===== src/rtl/cosine_nearest_match_core_defines.svh =====
// Assertion macros shared by the cosine nearest match RTL.
// Needs a clock named clk and an active high reset named rst in scope.
`ifndef COSINE_NEAREST_MATCH_CORE_DEFINES_SVH
`define COSINE_NEAREST_MATCH_CORE_DEFINES_SVH

// same-cycle implication
`define CNM_ASSERT_IMP(lbl, ante, cons) \
  lbl: assert property (@(posedge clk) disable iff (rst) (ante) |-> (cons)) \
    else $error("cnm assertion failed");

// next-cycle implication
`define CNM_ASSERT_NXT(lbl, ante, cons) \
  lbl: assert property (@(posedge clk) disable iff (rst) (ante) |=> (cons)) \
    else $error("cnm assertion failed");

`endif


===== src/rtl/cnm_ram.sv =====
// Generic simple dual port RAM: one write port, one registered read port.
// No dependencies.
module cnm_ram #(
  parameter int WIDTH = 16,
  parameter int DEPTH = 256
) (
  input  logic                                  clk,
  input  logic                                  we,
  input  logic [((DEPTH > 1) ? $clog2(DEPTH) : 1)-1:0] waddr,
  input  logic [WIDTH-1:0]                      wdata,
  input  logic [((DEPTH > 1) ? $clog2(DEPTH) : 1)-1:0] raddr,
  output logic [WIDTH-1:0]                      rdata
);
  logic [WIDTH-1:0] mem [DEPTH];

  always_ff @(posedge clk) begin
    if (we) begin
      mem[waddr] <= wdata;
    end
    rdata <= mem[raddr];
  end
endmodule


===== config.mk =====
export PLATFORM = sky130hd
export DESIGN_NAME = cnm_ram
export DESIGN_NICKNAME = d
export VERILOG_FILES = /design/src/rtl/cosine_nearest_match_core_defines.svh /design/src/rtl/cnm_ram.sv
export SDC_FILE = /design/constraint.sdc
export NUM_CORES = 2
export LEC_CHECK = 0
export ABC_AREA = 0
export BUFFER_PORTS_ARGS = -buffer_cell sky130_fd_sc_hd__buf_4
export CORE_ASPECT_RATIO = 2
export CORE_MARGIN = 3
export CORE_UTILIZATION = 45
export CTS_CLUSTER_SIZE = 14
export DETAILED_ROUTE_END_ITERATION = 12
export GPL_TIMING_DRIVEN = 1
export PLACE_DENSITY_LB_ADDON = 0.3
export RECOVER_POWER = 100
export SLEW_MARGIN = 20
export SYNTH_ARGS = -nofsm -noshare
export SYNTH_HDL_FRONTEND = slang
export SYNTH_SLANG_ARGS = --single-unit

===== constraint.sdc =====
create_clock -name clk -period 2.5 [get_ports clk]
set_input_delay 0.125 -clock clk [delete_from_list [all_inputs] [get_ports clk]]
set_output_delay 0.125 -clock clk [all_outputs]
set_load 0.01 [all_outputs]

==> metrics <==
All-Layer GR Usage between 20% and 30%; sequential element share of the synthesized area between 70% and 80%; Peak Freq ~0.4 GHz; crit path buf inv count 5; Syn Nets 7,394; RSZ-0062 raised after global routing yes; compound-cell area share of the yosys netlist roughly 3.5%; vias in the first global route roughly 84,000; Cell variety after synth 52; H-tree levels 5; clk sink count 4,112; # port buffers 49; failing checks capacitance limit, slew limit, setup timing; CP Launch Type input pin; largest net degree at the start of global routing 95; Synth Area in XOR/XNOR 0%; Finished Layout Cells 13,200; Seq cells post-synth 4,112; clk slew on worst S/H paths ~0.070 ns; final WL approximately 460 mm; Final setup viols 90; Worst Clk Skew 0.0685 ns; clock buffer depth 4; Die X 426 um; Rows between 300 and 400; synthesis-to-finish area growth 14.7%; core outline area 350,000 um^2; initial antenna violation count 30; first-pass iteration count of the detailed router 6; Tot Pwr 134 mW; # DRC 0; commonest cells after routing, fill and taps aside 4,096 x edfxtp_1, 797 x mux4_2, 590 x buf_4; full die area between 300,000 and 400,000 um^2; dpl cells roughly 13,000; Final min period ~2.5 ns; Max-Cap Viols 16; vias per cell 6.10; commonest non-fill, non-tap cell in the layout edfxtp_1; dpl ws -1.34 ns; CTS tree built; slowest stage cell, crit path clkbuf_2; kind of cell adding the most delay to the critical path buffers and inverters; crit path capture type flip-flop; largest family of logic cells by synthesized area multiplexers; CP required 3.02 ns; Cell Area, Synth 159,000 um^2; min-delay worst type in -> reg; post-route setup slack -0.0349 ns; WP data arrival 3.05 ns; Leakage 58.5 nW; max-slew violation count 945; Post-synth EDFFs around 4,000; maximum VDD drop 0.624 mV; FILL cells ~27,000; Synth Area in Simple Gates 1.57%; M2 GR Usage 44.9%; first-pass GRT wire length about 640 mm; Post-synth top flop edfxtp_1; FFs w/ async S/R, synth 0%; Worst-Margin Slew 2.65 ns; met1 GRT Util 27.4%; pwr dens 737 nW/um^2; post-route antenna net violation count 0; drt first-iter violations 8,573; Ys Warns 0; via count 80,700; grt met3 use 3.53%; Boundary Pins 50; max_slew headroom -76.8%; Mapped Cells 7,360; dpl hpwl 307 mm; flop-to-flop setup slack 0 ns; area of the multi-input gates between 30,000 and 40,000 um^2; crit path max fanout 16; Root Driver clkbuf_16; WHS 0.129 ns; slowest cell delay on critical path roughly 0.68 ns; Final Hold Fails 0; fin nets ~8,500; Post-Synth Adder-Cell Area 0%; die height approximately 850 um; initial core utilization 45.3%; proportion of layout cells with a drive suffix above 1 28.6%; Avg Inst Size Synth 21.6 um^2; most frequent CP cell clkbuf_2; fin crit share 101%; gr busiest metal met2; sequential cell area 123,000 um^2; status finished with violations; clk_lat worst skew 0.93 ns; post-synthesis mux area share 15.5%; CTS buffer count about 350; Routability Congestion 0.989; type of the worst setup path in -> reg; crit-path cells dlygate4sd3_1 > buf_4 > nor2b_1 > clkbuf_2 > nand4_1 > clkbuf_2 > nor2_2 > clkbuf_2; Overflow after GRT 0; final setup TNS -0.849 ns; Routed wire per std cell 34.6 um
[cell usage after synthesis (all sizes together), types with 2 or more instances]
| cell type | n | share of area (%) |
|---|---|---|
| mux2 | 88 | 0.62 |
| a31oi | 6 | 0.024 |
| o22ai | 148 | 0.58 |
| and3 | 11 | 0.043 |
| o21ai | 38 | 0.12 |
| nor2b | 9 | 0.035 |
| inv | 4 | 0.0095 |
| nand2 | 38 | 0.090 |
| or2 | 5 | 0.020 |
| or3 | 2 | 0.0079 |
| dfxtp | 16 | 0.20 |
| and2 | 2 | 0.0079 |
| edfxtp | 4096 | 77 |
| o32ai | 21 | 0.12 |
| buf | 222 | 1.1 |
| nor3 | 92 | 0.29 |
| nor4 | 18 | 0.075 |
| clkbuf | 230 | 0.54 |
| mux2i | 565 | 3.6 |
| a22o | 32 | 0.18 |
| o221ai | 253 | 1.4 |
| nand3 | 35 | 0.11 |
| nand4 | 26 | 0.10 |
| a21o | 2 | 0.0095 |
| a2111oi | 6 | 0.033 |
| a22oi | 43 | 0.20 |
| mux4 | 797 | 11 |
| nor2 | 304 | 0.72 |
| nand4b | 3 | 0.017 |
| a21oi | 175 | 0.55 |
| nand2b | 3 | 0.012 |
| and4 | 2 | 0.011 |
| a211oi | 18 | 0.085 |
| a221oi | 28 | 0.15 |
| nor4bb | 2 | 0.013 |
| o31ai | 16 | 0.076 |
[worst min-delay path: cells and delay by family]
kind,cells,cell delay [ns]
AND/OR/NAND/NOR,3,0.63
buffers and inverters,1,0.22
[registers in the layout (all words and copies together) (netlist names)]
signal	cells
rdata	16
mem	4096
[power breakdown]
| part | total (mW) | internal (mW) | switching (mW) |
|---|---|---|---|
| registers | 76.1 | 76.0 | 0.102 |
| logic | 8.53 | 3.25 | 5.28 |
| clock network | 49.6 | 26.2 | 23.4 |
[logic make-up after synthesis]
| group | count (synthesis) |
|---|---|
| AND/OR/NAND/NOR | 556 |
| buffers and inverters | 456 |
| flip-flops | 4112 |
| multiplexers | 1450 |
| AO/OA/AOI/OAI | 786 |
[area by class of cell]
class | count | share of cell area [%]
antenna | 13 | 0.0179
tap | 4635 | 3.19
inverter | 4 | 0.0151
clock inverter | 55 | 0.238
multi-input combinational | 2792 | 18.3
timing repair buffer | 1188 | 5.45
sequential | 4112 | 67.7
clock buffer | 436 | 5.07
[path summary, 6_finish.rpt]
| check | startpoint | endpoint | cells past startpoint |
|---|---|---|---|
| worst min-delay path | raddr[6] | rdata[6]$_DFF_P_ | 4 |
| worst max register to register | mem[122][0]$_DFFE_PP_ | rdata[0]$_DFF_P_ | 9 |
| worst max-delay path | waddr[3] | mem[107][7]$_DFFE_PP_ | 8 |
| worst min register to register | mem[112][14]$_DFFE_PP_ | rdata[14]$_DFF_P_ | 6 |
[per-layer routing]
| metal | part of all wire, % | vias up |
|---|---|---|
| met2 | 52 | 3427 |
| met5 | 0.020 | - |
| met3 | 6.1 | 1072 |
| met4 | 9.7 | 14 |
| met1 | 32 | 42900 |
| li1 | - | 33300 |
[what timing repair did]
action / CTS / global route
setup buffers: 0 / 0
endpoints found under the hold margin: 2916 / 0
hold buffers: 29 / 0
cloned: 1 / 3
setup endpoints to repair: 15 / 9
pin swaps: 17 / 12
gates resized for setup: 66 / 33
[per-stage QoR]
| stage | utilization, % | area, um^2 |
|---|---|---|
| 3_3_place_gp | 49.4 | 173000 |
| 3_5_place_dp | 49.4 | 173000 |
| 5_1_grt | 52.0 | 182000 |
| 2_1_floorplan | - | 159000 |
| 6_report | 52.0 | 182000 |
| 4_1_cts | 52.4 | 184000 |
Note: power is estimated with default switching activity, not from simulation.
